`config.mk`:
```
export PLATFORM = sky130hd
export DESIGN_NAME = tagged_message_field_parser_flat
export DESIGN_NICKNAME = d
export VERILOG_FILES = /design/src/hw/rtl/tmfp_pkg.sv /design/src/hw/rtl/tmfp_req_if.sv /design/src/hw/rtl/tmfp_rsp_if.sv /design/src/hw/rtl/tmfp_parser.sv /design/src/hw/rtl/tmfp_out_buf.sv /design/src/hw/rtl/tagged_message_field_parser.sv /design/src/flat_wrapper.sv
export SDC_FILE = /design/constraint.sdc
export NUM_CORES = 1
export LEC_CHECK = 0
export BUFFER_PORTS_ARGS = -buffer_cell sky130_fd_sc_hd__buf_2
export CORE_ASPECT_RATIO = 0.75
export CORE_UTILIZATION = 55
export CTS_CLUSTER_DIAMETER = 80
export DETAILED_ROUTE_END_ITERATION = 8
export PLACE_DENSITY = 0.69
export REMOVE_ABC_BUFFERS = 1
export SLEW_MARGIN = 5
export SYNTH_ARGS = -nofsm -noshare
export SYNTH_HDL_FRONTEND = slang
export SYNTH_SLANG_ARGS = --single-unit
```
`constraint.sdc`:
```
create_clock -name clk_i -period 7.4 [get_ports clk_i]
set_input_delay 1.48 -clock clk_i [delete_from_list [all_inputs] [get_ports clk_i]]
set_output_delay 1.48 -clock clk_i [all_outputs]
set_load 0.03 [all_outputs]
```
`src/hw/rtl/tmfp_pkg.sv`:
```
`timescale 1ns / 1ps
`default_nettype none

package tmfp_pkg;

  // parse phase codes
  localparam logic [2:0] PH_BRACE    = 3'd0;
  localparam logic [2:0] PH_TAG      = 3'd1;
  localparam logic [2:0] PH_FIELDS   = 3'd2;
  localparam logic [2:0] PH_COMPLETE = 3'd3;
  localparam logic [2:0] PH_IGNORE   = 3'd4;

  // characters the parser looks for
  localparam logic [7:0] CH_OPEN  = 8'h7B;  // '{'
  localparam logic [7:0] CH_CLOSE = 8'h7D;  // '}'
  localparam logic [7:0] CH_SEMI  = 8'h3B;  // ';'
  localparam logic [7:0] CH_COLON = 8'h3A;  // ':'
  localparam logic [7:0] CH_DOT   = 8'h2E;  // '.'
  localparam logic [7:0] CH_MINUS = 8'h2D;  // '-'
  localparam logic [7:0] CH_ZERO  = 8'h30;  // '0'
  localparam logic [7:0] CH_NINE  = 8'h39;  // '9'
  localparam logic [7:0] CH_NUL   = 8'h00;

  // tag names, first character in the lowest byte
  localparam logic [31:0] TAG_TIME = {8'h65, 8'h6D, 8'h69, 8'h74};  // "time"
  localparam logic [31:0] TAG_DATE = {8'h65, 8'h74, 8'h61, 8'h64};  // "date"
  localparam logic [31:0] TAG_TEMP = {8'h70, 8'h6D, 8'h65, 8'h74};  // "temp"

  // range limits and minimum message length
  localparam logic [7:0]  MAX_HOUR   = 8'd24;
  localparam logic [7:0]  MAX_MINSEC = 8'd60;
  localparam logic [15:0] MAX_DAY    = 16'd31;
  localparam logic [15:0] MAX_MONTH  = 16'd12;
  localparam logic [2:0]  MIN_LEN    = 3'd6;
  localparam logic [2:0]  TAG_LEN    = 3'd4;

  typedef enum logic [1:0] {
    KIND_TIME = 2'd0,
    KIND_DATE = 2'd1,
    KIND_TEMP = 2'd2,
    KIND_NONE = 2'd3
  } kind_e;

  typedef enum logic [2:0] {
    ST_MALFORMED = 3'd0,
    ST_TIME_SET  = 3'd1,
    ST_DATE_SET  = 3'd2,
    ST_TEMP_SET  = 3'd3,
    ST_RANGE_REJ = 3'd4
  } status_e;

  typedef struct packed {
    status_e            status;
    logic [4:0]         hour;
    logic [5:0]         minute;
    logic [5:0]         second;
    logic [4:0]         day;
    logic [3:0]         month;
    logic [15:0]        year;
    logic signed [7:0]  temperature;
  } result_t;

  // which known tag the collected characters form
  function automatic kind_e tag_kind(input logic [31:0] tag, input logic [2:0] len);
    kind_e k;
    k = KIND_NONE;
    if (len == TAG_LEN) begin
      if (tag == TAG_TIME) k = KIND_TIME;
      else if (tag == TAG_DATE) k = KIND_DATE;
      else if (tag == TAG_TEMP) k = KIND_TEMP;
    end
    return k;
  endfunction

  // delimiter that closes field idx of a message kind
  function automatic logic [7:0] field_delim(input kind_e k, input logic [1:0] idx);
    logic [7:0] d;
    d = CH_CLOSE;
    case (k)
      KIND_TIME: d = (idx == 2'd2) ? CH_CLOSE : CH_COLON;
      KIND_DATE: d = (idx == 2'd2) ? CH_CLOSE : CH_DOT;
      default:   d = CH_CLOSE;
    endcase
    return d;
  endfunction

  // number of fields of a message kind
  function automatic logic [1:0] field_total(input kind_e k);
    logic [1:0] n;
    case (k)
      KIND_TIME: n = 2'd3;
      KIND_DATE: n = 2'd3;
      default:   n = 2'd1;
    endcase
    return n;
  endfunction

endpackage

`default_nettype wire

```
`src/hw/rtl/tmfp_req_if.sv`:
```
`timescale 1ns / 1ps
`default_nettype none

interface tmfp_req_if;
  logic       valid;
  logic       ready;
  logic [7:0] char_byte;
  logic       end_of_string;

  modport source (output valid, output char_byte, output end_of_string, input ready);
  modport sink   (input valid, input char_byte, input end_of_string, output ready);
endinterface

`default_nettype wire

```
`src/hw/rtl/tmfp_rsp_if.sv`:
```
`timescale 1ns / 1ps
`default_nettype none

interface tmfp_rsp_if;
  logic              valid;
  logic              ready;
  logic [2:0]        status;
  logic [4:0]        hour_out;
  logic [5:0]        minute_out;
  logic [5:0]        second_out;
  logic [4:0]        day_out;
  logic [3:0]        month_out;
  logic [15:0]       year_out;
  logic signed [7:0] temperature_out;

  modport source (
    output valid, output status, output hour_out, output minute_out, output second_out,
    output day_out, output month_out, output year_out, output temperature_out,
    input ready
  );
  modport sink (
    input valid, input status, input hour_out, input minute_out, input second_out,
    input day_out, input month_out, input year_out, input temperature_out,
    output ready
  );
endinterface

`default_nettype wire

```
`src/hw/rtl/tmfp_parser.sv`:
```
`timescale 1ns / 1ps
`default_nettype none

module tmfp_parser import tmfp_pkg::*; (
  input  wire logic       clk_i,
  input  wire logic       rst_ni,
  input  wire logic       take_i,
  input  wire logic [7:0] char_i,
  input  wire logic       eos_i,
  output result_t         result_o
);

  logic [2:0]        phase_q, phase_d;
  logic [2:0]        cnt_q, cnt_d;
  logic [31:0]       tag_q, tag_d;
  logic [2:0]        tag_len_q, tag_len_d;
  logic [1:0]        fidx_q, fidx_d;
  logic [15:0]       acc_q, acc_d;
  logic              sign_q, sign_d;
  logic              stop_q, stop_d;
  logic              seen_q, seen_d;
  logic [2:0][15:0]  staged_q, staged_d;
  logic              bad_q, bad_d;
  logic              ended_q, ended_d;
  logic [4:0]        hour_q, hour_d;
  logic [5:0]        min_q, min_d;
  logic [5:0]        sec_q, sec_d;
  logic [4:0]        day_q, day_d;
  logic [3:0]        mon_q, mon_d;
  logic [15:0]       year_q, year_d;
  logic [7:0]        temp_q, temp_d;

  kind_e             kind;
  logic [15:0]       field_val;
  logic [3:0]        digit;
  logic              is_digit;
  logic [7:0]        hh, mm, ss;
  status_e           status;

  assign kind      = tag_kind(tag_q, tag_len_q);
  assign field_val = sign_q ? 16'(16'd0 - acc_q) : acc_q;
  assign digit     = 4'(char_i - CH_ZERO);
  assign is_digit  = (char_i >= CH_ZERO) && (char_i <= CH_NINE);

  // per-byte parse step
  always_comb begin
    phase_d   = phase_q;
    cnt_d     = cnt_q;
    tag_d     = tag_q;
    tag_len_d = tag_len_q;
    fidx_d    = fidx_q;
    acc_d     = acc_q;
    sign_d    = sign_q;
    stop_d    = stop_q;
    seen_d    = seen_q;
    staged_d  = staged_q;
    bad_d     = bad_q;
    ended_d   = ended_q;
    if (take_i && !ended_q) begin
      if (char_i == CH_NUL) begin
        ended_d = 1'b1;
        if (phase_q != PH_COMPLETE) begin
          bad_d   = 1'b1;
          phase_d = PH_IGNORE;
        end
      end else begin
        if (cnt_q < MIN_LEN) cnt_d = 3'(cnt_q + 3'd1);
        case (phase_q)
          PH_BRACE: begin
            if (char_i == CH_OPEN) begin
              phase_d = PH_TAG;
            end else begin
              bad_d   = 1'b1;
              phase_d = PH_IGNORE;
            end
          end
          PH_TAG: begin
            if (char_i == CH_SEMI) begin
              if (kind == KIND_NONE) begin
                bad_d   = 1'b1;
                phase_d = PH_IGNORE;
              end else begin
                phase_d = PH_FIELDS;
                fidx_d  = 2'd0;
                acc_d   = 16'd0;
                sign_d  = 1'b0;
                stop_d  = 1'b0;
                seen_d  = 1'b0;
              end
            end else if (tag_len_q < TAG_LEN) begin
              tag_d[tag_len_q[1:0]*8 +: 8] = char_i;
              tag_len_d = 3'(tag_len_q + 3'd1);
            end else begin
              bad_d   = 1'b1;
              phase_d = PH_IGNORE;
            end
          end
          PH_FIELDS: begin
            if (kind == KIND_NONE || fidx_q > 2'd2) begin
              bad_d   = 1'b1;
              phase_d = PH_IGNORE;
            end else if (char_i == field_delim(kind, fidx_q)) begin
              staged_d[fidx_q] = field_val;
              fidx_d = 2'(fidx_q + 2'd1);
              acc_d  = 16'd0;
              sign_d = 1'b0;
              stop_d = 1'b0;
              seen_d = 1'b0;
              if (2'(fidx_q + 2'd1) == field_total(kind)) phase_d = PH_COMPLETE;
            end else if (!seen_q && char_i == CH_MINUS) begin
              sign_d = 1'b1;
              seen_d = 1'b1;
            end else if (is_digit) begin
              if (!stop_q) acc_d = 16'((acc_q << 3) + (acc_q << 1) + {12'd0, digit});
              seen_d = 1'b1;
            end else begin
              stop_d = 1'b1;
              seen_d = 1'b1;
            end
          end
          default: begin
          end
        endcase
      end
    end
  end

  assign hh = staged_d[0][7:0];
  assign mm = staged_d[1][7:0];
  assign ss = staged_d[2][7:0];

  // message end: range check and commit of the stored values
  always_comb begin
    hour_d = hour_q;
    min_d  = min_q;
    sec_d  = sec_q;
    day_d  = day_q;
    mon_d  = mon_q;
    year_d = year_q;
    temp_d = temp_q;
    status = ST_MALFORMED;
    if (cnt_d >= MIN_LEN && !bad_d && phase_d == PH_COMPLETE && kind != KIND_NONE) begin
      case (kind)
        KIND_TIME: begin
          if (hh > MAX_HOUR || mm > MAX_MINSEC || ss > MAX_MINSEC) begin
            status = ST_RANGE_REJ;
          end else begin
            status = ST_TIME_SET;
            hour_d = hh[4:0];
            min_d  = mm[5:0];
            sec_d  = ss[5:0];
          end
        end
        KIND_DATE: begin
          if (staged_d[0] > MAX_DAY || staged_d[1] > MAX_MONTH || staged_d[1] == 16'd0) begin
            status = ST_RANGE_REJ;
          end else begin
            status = ST_DATE_SET;
            day_d  = staged_d[0][4:0];
            mon_d  = staged_d[1][3:0];
            year_d = staged_d[2];
          end
        end
        default: begin
          status = ST_TEMP_SET;
          temp_d = staged_d[0][7:0];
        end
      endcase
    end
  end

  // result of the message that ends with this byte
  always_comb begin
    result_o.status      = status;
    result_o.hour        = hour_d;
    result_o.minute      = min_d;
    result_o.second      = sec_d;
    result_o.day         = day_d;
    result_o.month       = mon_d;
    result_o.year        = year_d;
    result_o.temperature = signed'(temp_d);
  end

  // parse state, cleared after every final byte
  always_ff @(posedge clk_i or negedge rst_ni) begin
    if (!rst_ni) begin
      phase_q   <= PH_BRACE;
      cnt_q     <= 3'd0;
      tag_q     <= 32'd0;
      tag_len_q <= 3'd0;
      fidx_q    <= 2'd0;
      acc_q     <= 16'd0;
      sign_q    <= 1'b0;
      stop_q    <= 1'b0;
      seen_q    <= 1'b0;
      staged_q  <= '0;
      bad_q     <= 1'b0;
      ended_q   <= 1'b0;
    end else if (take_i && eos_i) begin
      phase_q   <= PH_BRACE;
      cnt_q     <= 3'd0;
      tag_q     <= 32'd0;
      tag_len_q <= 3'd0;
      fidx_q    <= 2'd0;
      acc_q     <= 16'd0;
      sign_q    <= 1'b0;
      stop_q    <= 1'b0;
      seen_q    <= 1'b0;
      staged_q  <= '0;
      bad_q     <= 1'b0;
      ended_q   <= 1'b0;
    end else begin
      phase_q   <= phase_d;
      cnt_q     <= cnt_d;
      tag_q     <= tag_d;
      tag_len_q <= tag_len_d;
      fidx_q    <= fidx_d;
      acc_q     <= acc_d;
      sign_q    <= sign_d;
      stop_q    <= stop_d;
      seen_q    <= seen_d;
      staged_q  <= staged_d;
      bad_q     <= bad_d;
      ended_q   <= ended_d;
    end
  end

  // stored time, date and temperature
  always_ff @(posedge clk_i or negedge rst_ni) begin
    if (!rst_ni) begin
      hour_q <= 5'd0;
      min_q  <= 6'd0;
      sec_q  <= 6'd0;
      day_q  <= 5'd0;
      mon_q  <= 4'd0;
      year_q <= 16'd0;
      temp_q <= 8'd0;
    end else if (take_i && eos_i) begin
      hour_q <= hour_d;
      min_q  <= min_d;
      sec_q  <= sec_d;
      day_q  <= day_d;
      mon_q  <= mon_d;
      year_q <= year_d;
      temp_q <= temp_d;
    end
  end

  // parse state is clean after each final byte
  assert property (@(posedge clk_i) disable iff (!rst_ni)
    take_i && eos_i |=> phase_q == PH_BRACE && cnt_q == 3'd0 && !ended_q && !bad_q)
    else $error("parse state not cleared after final byte");

  // the ignore phase and the bad flag go together
  assert property (@(posedge clk_i) disable iff (!rst_ni)
    (phase_q == PH_IGNORE) == bad_q)
    else $error("ignore phase and bad flag disagree");

  // committed values are always in range
  assert property (@(posedge clk_i) disable iff (!rst_ni)
    hour_q <= 5'd24 && min_q <= 6'd60 && sec_q <= 6'd60 && mon_q <= 4'd12)
    else $error("stored value out of range");

  // a date set status always stores a nonzero month
  assert property (@(posedge clk_i) disable iff (!rst_ni)
    take_i && eos_i && status == ST_DATE_SET |=> mon_q != 4'd0)
    else $error("date committed with month zero");

endmodule

`default_nettype wire

```
`src/hw/rtl/tmfp_out_buf.sv`:
```
`timescale 1ns / 1ps
`default_nettype none

module tmfp_out_buf import tmfp_pkg::*; (
  input  wire logic    clk_i,
  input  wire logic    rst_ni,
  input  wire logic    push_i,
  input  wire result_t data_i,
  output logic         full_o,
  output logic         valid_o,
  input  wire logic    ready_i,
  output result_t      data_o
);

  logic [1:0] cnt_q, cnt_d;
  result_t    head_q, head_d;
  result_t    skid_q, skid_d;
  logic       pop;

  assign pop     = valid_o && ready_i;
  assign valid_o = (cnt_q != 2'd0);
  assign full_o  = (cnt_q == 2'd2);
  assign data_o  = head_q;

  // two-entry queue: head register plus skid register
  always_comb begin
    cnt_d  = cnt_q;
    head_d = head_q;
    skid_d = skid_q;
    if (push_i && pop) begin
      if (cnt_q == 2'd1) begin
        head_d = data_i;
      end else begin
        head_d = skid_q;
        skid_d = data_i;
      end
    end else if (pop) begin
      head_d = skid_q;
      cnt_d  = 2'(cnt_q - 2'd1);
    end else if (push_i) begin
      if (cnt_q == 2'd0) head_d = data_i;
      else skid_d = data_i;
      cnt_d = 2'(cnt_q + 2'd1);
    end
  end

  always_ff @(posedge clk_i or negedge rst_ni) begin
    if (!rst_ni) begin
      cnt_q <= 2'd0;
    end else begin
      cnt_q <= cnt_d;
    end
  end

  always_ff @(posedge clk_i) begin
    head_q <= head_d;
    skid_q <= skid_d;
  end

  // occupancy never goes past two
  assert property (@(posedge clk_i) disable iff (!rst_ni) cnt_q != 2'd3)
    else $error("result queue overflow");

  // nothing is pushed into a full queue
  assert property (@(posedge clk_i) disable iff (!rst_ni) push_i |-> !full_o)
    else $error("push into full result queue");

  // a full queue that is not drained stays full with the same head
  assert property (@(posedge clk_i) disable iff (!rst_ni)
    full_o && !ready_i |=> full_o && $stable(head_q))
    else $error("stalled full queue changed");

endmodule

`default_nettype wire

```
`src/hw/rtl/tagged_message_field_parser.sv`:
```
// tagged message field parser
// parses {time;h:m:s}, {date;d.m.y} and {temp;n} messages one byte per request
// req_i: valid/ready channel with char_byte and end_of_string (final byte flag)
// rsp_o: valid/ready channel with status and all stored time, date and
//   temperature values; one response per message, raised by its final byte,
//   none for other bytes
// throughput: one byte per cycle while req_i.ready is high; each byte is
//   parsed in the cycle it is taken, against the parse state registers
// the response is computed combinationally from the final byte and is written
//   into the output queue when that byte is taken
// the output side is a two-entry queue (output register plus skid register);
//   bytes keep flowing while a response waits, and req_i.ready drops only when
//   both entries hold responses that the receiver has not taken
// reset: parse state returns to expecting '{', byte count to zero, stored
//   time, date and temperature to zero, queue empty; req_i.ready is high right
//   after reset, no clearing pass
`timescale 1ns / 1ps
`default_nettype none

module tagged_message_field_parser import tmfp_pkg::*; (
  input  wire logic   clk_i,
  input  wire logic   rst_ni,
  tmfp_req_if.sink    req_i,
  tmfp_rsp_if.source  rsp_o
);

  logic    take;
  logic    full;
  result_t result;
  result_t head;

  assign req_i.ready = !full;
  assign take        = req_i.valid && req_i.ready;

  // byte parser with stored values
  tmfp_parser u_parser (
    .clk_i    (clk_i),
    .rst_ni   (rst_ni),
    .take_i   (take),
    .char_i   (req_i.char_byte),
    .eos_i    (req_i.end_of_string),
    .result_o (result)
  );

  // response queue
  tmfp_out_buf u_out_buf (
    .clk_i   (clk_i),
    .rst_ni  (rst_ni),
    .push_i  (take && req_i.end_of_string),
    .data_i  (result),
    .full_o  (full),
    .valid_o (rsp_o.valid),
    .ready_i (rsp_o.ready),
    .data_o  (head)
  );

  // response payload
  assign rsp_o.status          = head.status;
  assign rsp_o.hour_out        = head.hour;
  assign rsp_o.minute_out      = head.minute;
  assign rsp_o.second_out      = head.second;
  assign rsp_o.day_out         = head.day;
  assign rsp_o.month_out       = head.month;
  assign rsp_o.year_out        = head.year;
  assign rsp_o.temperature_out = head.temperature;

endmodule

`default_nettype wire

```
`src/flat_wrapper.sv`:
```
// flat-port wrapper written by rule: the top's interface ports become plain ports
module tagged_message_field_parser_flat import tmfp_pkg::*;
  (clk_i, rst_ni, req_i_valid, req_i_char_byte, req_i_end_of_string, req_i_ready, rsp_o_valid, rsp_o_status, rsp_o_hour_out, rsp_o_minute_out, rsp_o_second_out, rsp_o_day_out, rsp_o_month_out, rsp_o_year_out, rsp_o_temperature_out, rsp_o_ready);
  tmfp_req_if req_i_i ();
  tmfp_rsp_if rsp_o_i ();
  input  wire logic clk_i;
  input  wire logic rst_ni;
  input wire logic [$bits(req_i_i.valid)-1:0] req_i_valid;
  input wire logic [$bits(req_i_i.char_byte)-1:0] req_i_char_byte;
  input wire logic [$bits(req_i_i.end_of_string)-1:0] req_i_end_of_string;
  output wire logic [$bits(req_i_i.ready)-1:0] req_i_ready;
  output wire logic [$bits(rsp_o_i.valid)-1:0] rsp_o_valid;
  output wire logic [$bits(rsp_o_i.status)-1:0] rsp_o_status;
  output wire logic [$bits(rsp_o_i.hour_out)-1:0] rsp_o_hour_out;
  output wire logic [$bits(rsp_o_i.minute_out)-1:0] rsp_o_minute_out;
  output wire logic [$bits(rsp_o_i.second_out)-1:0] rsp_o_second_out;
  output wire logic [$bits(rsp_o_i.day_out)-1:0] rsp_o_day_out;
  output wire logic [$bits(rsp_o_i.month_out)-1:0] rsp_o_month_out;
  output wire logic [$bits(rsp_o_i.year_out)-1:0] rsp_o_year_out;
  output wire logic [$bits(rsp_o_i.temperature_out)-1:0] rsp_o_temperature_out;
  input wire logic [$bits(rsp_o_i.ready)-1:0] rsp_o_ready;
  assign req_i_i.valid = req_i_valid;
  assign req_i_i.char_byte = req_i_char_byte;
  assign req_i_i.end_of_string = req_i_end_of_string;
  assign req_i_ready = req_i_i.ready;
  assign rsp_o_valid = rsp_o_i.valid;
  assign rsp_o_status = rsp_o_i.status;
  assign rsp_o_hour_out = rsp_o_i.hour_out;
  assign rsp_o_minute_out = rsp_o_i.minute_out;
  assign rsp_o_second_out = rsp_o_i.second_out;
  assign rsp_o_day_out = rsp_o_i.day_out;
  assign rsp_o_month_out = rsp_o_i.month_out;
  assign rsp_o_year_out = rsp_o_i.year_out;
  assign rsp_o_temperature_out = rsp_o_i.temperature_out;
  assign rsp_o_i.ready = rsp_o_ready;
  tagged_message_field_parser u_core (.clk_i(clk_i), .rst_ni(rst_ni), .req_i(req_i_i), .rsp_o(rsp_o_i));
endmodule
```
==> flow_metrics.py <==
metrics = {
    "run_status": {
        "status": "finished, final reports clean",
    },
    "sta": {
        "fin_crit_ns": 5.326,
        "setup_viol": 0,
        "setup-tns-final_ns": 0,
        "drv_slew": 0,
        "maxSlewHeadroom_pct": 22.00,
        "finalCritPeriodShare_pct": 71.97,
        "fmax_ghz": 0.1878,
        "rsz0062_at_grt": "no",
        "hold_viol": 0,
        "final.setup_skew_ns": 0.01449,
        "max_slew.worst_pin.slew_ns": 1.170,
    },
    "routing": {
        "ant_nets": 0,
        "drc_errors": 0,
        "vias": 9647,
        "finalWirelength_um": 30690,
        "drtIter0Drc": 864,
        "routed_via_density": 5.847,
        "wl_per_cell_um": 18.60,
        "firstDrtPassIters": 5,
    },
    "finish": {
        "area_growth_pct": 10.77,
        "n_antenna_cell": 0,
        "seqCellArea_um2": 7287,
        "drive_above_1_share_pct": 18.95,
        "multi_input_area_um2": 6010,
        "fillCellCount": 1971,
        "layout_common_cells": "dfrtp_1, nand2_1, o21ai_0",
        "layout.cells.non_filler": 1650,
        "layout_commonest_cell": "dfrtp_1",
        "nets": 1354,
    },
    "cts": {
        "htreeDepth": 1,
        "clk_pin_slew_ns": 0.06,
        "root_buffer": "clkbuf_16",
        "clk_latency_ns": 0.54,
        "cts_sinks": 270,
        "post_cts_resized": 0,
        "cts_buffers": 27,
        "hold_buffers": 0,
        "cts_tree": "done",
        "clockBufferDepth": 3,
        "post-cts-setup-buffers": 0,
    },
    "logic_synthesis": {
        "ys_warn_count": 0,
        "synth_cell_type_count": 82,
        "syn-instance-count": 1245,
        "synth_ff_type": "dfrtp_1",
        "synth_seq_cells": 270,
        "synth_area_per_cell_um2": 11.02,
        "synth-edff-count": 106,
        "ys_async_sr_fraction_pct": 60.74,
        "seq_area_frac_synth_pct": 53.10,
        "synthesis.area_um2": 13720,
    },
    "global_route": {
        "overflow": 0,
        "grt.total_usage_pct": 25.09,
        "antenna_found_initial": 0,
        "grt_pass1_vias": 9472,
        "grt_max_degree": 89,
        "grt_pass1_wl_um": 50920,
    },
    "pwr": {
        "cellLeakagePower_nw": 6.683,
        "p_comb_share_pct": 19.3,
        "powerDensity_nw_per_um2": 257.8,
        "ir_worst_vdd_mv": 0.2241,
        "power_mw": 3.919,
        "intPower_mw": 2.744,
        "pwr-share-clk_pct": 32.9,
        "p_seq_share_pct": 47.8,
        "swShare_pct": 29.99,
        "p_switching_mw": 1.175,
    },
    "setup_path": {
        "r2r-end": "u_core.u_out_buf.data_o[23]$_DFFE_PP_",
        "r2r_cells": 13,
        "rrSetupSlack_ns": 2.07,
        "crit_arrival_ns": 5.61,
        "r2r-start": "u_core.u_parser.tag_len_q[0]$_DFFE_PN0P_",
        "end_kind": "flip-flop",
        "crit_type": "flip-flop to flip-flop",
        "cp_max_fo": 14,
        "worstSetupStartpointType": "flip-flop",
        "crit_required_ns": 7.68,
    },
    "floorplanning": {
        "fp.coreArea_um2": 24220,
        "initial_utilization_pct": 56.66,
        "die_w_um": 184.4,
        "ios": 68,
        "die_y_um": 138.8,
        "die-area_um2": 25590,
        "placementRows": 49,
    },
    "hold_path": {
        "worstHoldPathCells": 2,
        "min_from": "u_core.u_parser.tag_q[14]$_DFFE_PN0P_",
        "hold_path_end": "u_core.u_parser.tag_q[14]$_DFFE_PN0P_",
        "min_path_type": "flip-flop to flip-flop",
    },
    "place": {
        "port_buffers": 67,
        "dp_hpwl_um": 21130,
        "dpl.cell_count": 1601,
        "gp_congestion": 0.9275,
    },
    "job": {
        "drv_cap": 0,
    },
}
## cell families (layout without fill, tap and decap cells)
kind of cell / count (synthesis) / in the layout / share of synthesized area, %
DFF: 270 / 270 / 53.10
muxes: 127 / 127 / 10.74
xor gates and xnor gates: 31 / 31 / 2.033
adders and majority gates: 42 / 42 / 3.939
AOI/OAI and AO/OA: 258 / 258 / 11.84
buffers and inverters: 108 / 182 / 3.346
and+or+nand+nor: 409 / 409 / 15.00
## cell usage after synthesis (4+ instances only)
master	count	area share, %
dfrtp_1	164	30
nand2_1	151	4.1
o21ai_0	111	4.0
edfxtp_1	106	23
nor2_1	98	2.7
mux2_2	78	6.4
a21oi_1	52	1.9
inv_1	50	1.4
clkbuf_1	45	1.2
ha_1	40	3.6
mux2i_1	27	2.0
mux2_4	20	2.2
xnor2_1	19	1.2
nor3_1	18	0.66
and2_1	17	0.78
nand3_1	17	0.62
a21o_1	16	0.88
a22o_1	12	0.77
nor4_1	12	0.55
a211oi_1	11	0.60
o21a_1	11	0.60
xor2_1	11	0.70
nor2b_1	10	0.46
nand4_1	9	0.41
nor4b_1	9	0.57
and3_1	7	0.32
buf_2	7	0.26
nand4b_1	7	0.45
o31ai_1	7	0.38
or3_1	7	0.32
nand2b_1	6	0.27
nor3b_1	5	0.27
or4_1	5	0.27
a31oi_1	4	0.18
and3b_1	4	0.26
o41ai_1	4	0.26
or2_2	4	0.18
## power groups by stage
| stage | logic (mW) | clock network [mW] | registers (mW) |
|---|---|---|---|
| 6_report | 0.756 | 1.29 | 1.87 |
| 5_1_grt | 0.829 | 1.37 | 1.90 |
| 4_1_cts | 0.767 | 1.31 | 1.87 |
| 3_5_place_dp | 0.766 | 0 | 1.90 |
| 3_3_place_gp | 0.755 | 0 | 1.90 |
| 2_1_floorplan | 0.347 | 0 | 2.09 |
## worst max-delay path by stage
stage | from | end | slack (ns) | cells after the start
2_1_floorplan | req_i_valid | u_core.u_out_buf.data_o[51]$_DFFE_PP_ | -0.30 | 6
3_3_place_gp | req_i_valid | u_core.u_out_buf.data_o[32]$_DFFE_PP_ | 1.77 | 12
3_5_place_dp | req_i_valid | u_core.u_out_buf.data_o[23]$_DFFE_PP_ | 1.58 | 12
4_1_cts | u_core.u_parser.tag_len_q[0]$_DFFE_PN0P_ | u_core.u_out_buf.data_o[23]$_DFFE_PP_ | 2.09 | 13
5_1_grt | req_i_valid | u_core.u_out_buf.data_o[23]$_DFFE_PP_ | 1.64 | 12
6_report | u_core.u_parser.tag_len_q[0]$_DFFE_PN0P_ | u_core.u_out_buf.data_o[23]$_DFFE_PP_ | 2.07 | 13
## stage by stage
step | worst slack, ns | hold WS [ns] | utilization [%] | instance area [um^2]
3_5_place_dp | 1.576 | 0.4708 | 59.35 | 14370
4_1_cts | 2.085 | 0.4850 | 62.76 | 15200
3_3_place_gp | 1.773 | 0.4584 | 59.35 | 14370
6_report | 2.074 | 0.4783 | 62.76 | 15200
5_1_grt | 1.642 | 0.5051 | 62.76 | 15200
2_1_floorplan | -0.3029 | 0.4413 | - | 13450
## critical path, stage by stage (launching register included)
cell and delay (ns):
dfrtp_1 0.46, inv_1 0.13, ha_1 0.29, nand2_1 0.13, nand4b_1 0.25, nor4_2 0.49, mux2i_1 0.66, o2111a_1 0.54
nand3_1 0.13, a21o_1 0.28, nor3b_4 0.81, buf_12 0.26, mux2_2 0.36, mux2_2 0.27
## registers in the layout (all words and copies together) (netlist names), 2 cells and up
name and flops:
u_core.u_out_buf.cnt_q 2, u_core.u_parser.mon_q 4, u_core.u_parser.hour_q 5, u_core.u_parser.temp_q 8
u_core.u_parser.staged_q 48, u_core.u_out_buf.skid_q 53, u_core.u_parser.tag_q 32, u_core.u_parser.acc_q 16
u_core.u_out_buf.data_o 53, u_core.u_parser.phase_q 3, u_core.u_parser.sec_q 6, u_core.u_parser.year_q 16
u_core.u_parser.tag_len_q 3, u_core.u_parser.fidx_q 2, u_core.u_parser.cnt_q 3, u_core.u_parser.min_q 6
u_core.u_parser.day_q 5
## routing by layer
layer	GRT usage, %	routed length [um]
met5	0	0
met4	4.956	442
met3	5.305	2080
met2	35.85	12830
met1	39.27	15330
## final cells by class
cell class	count	area share, %
Tap cell	331	2.725
Timing Repair Buffer	83	3.120
Inverter	50	1.235
Sequential cell	270	47.94
Multi-Input combinational cell	867	39.54
Clock inverter	8	0.3210
Clock buffer	41	5.120
No activity file was read; power rests on OpenSTA's default activity.
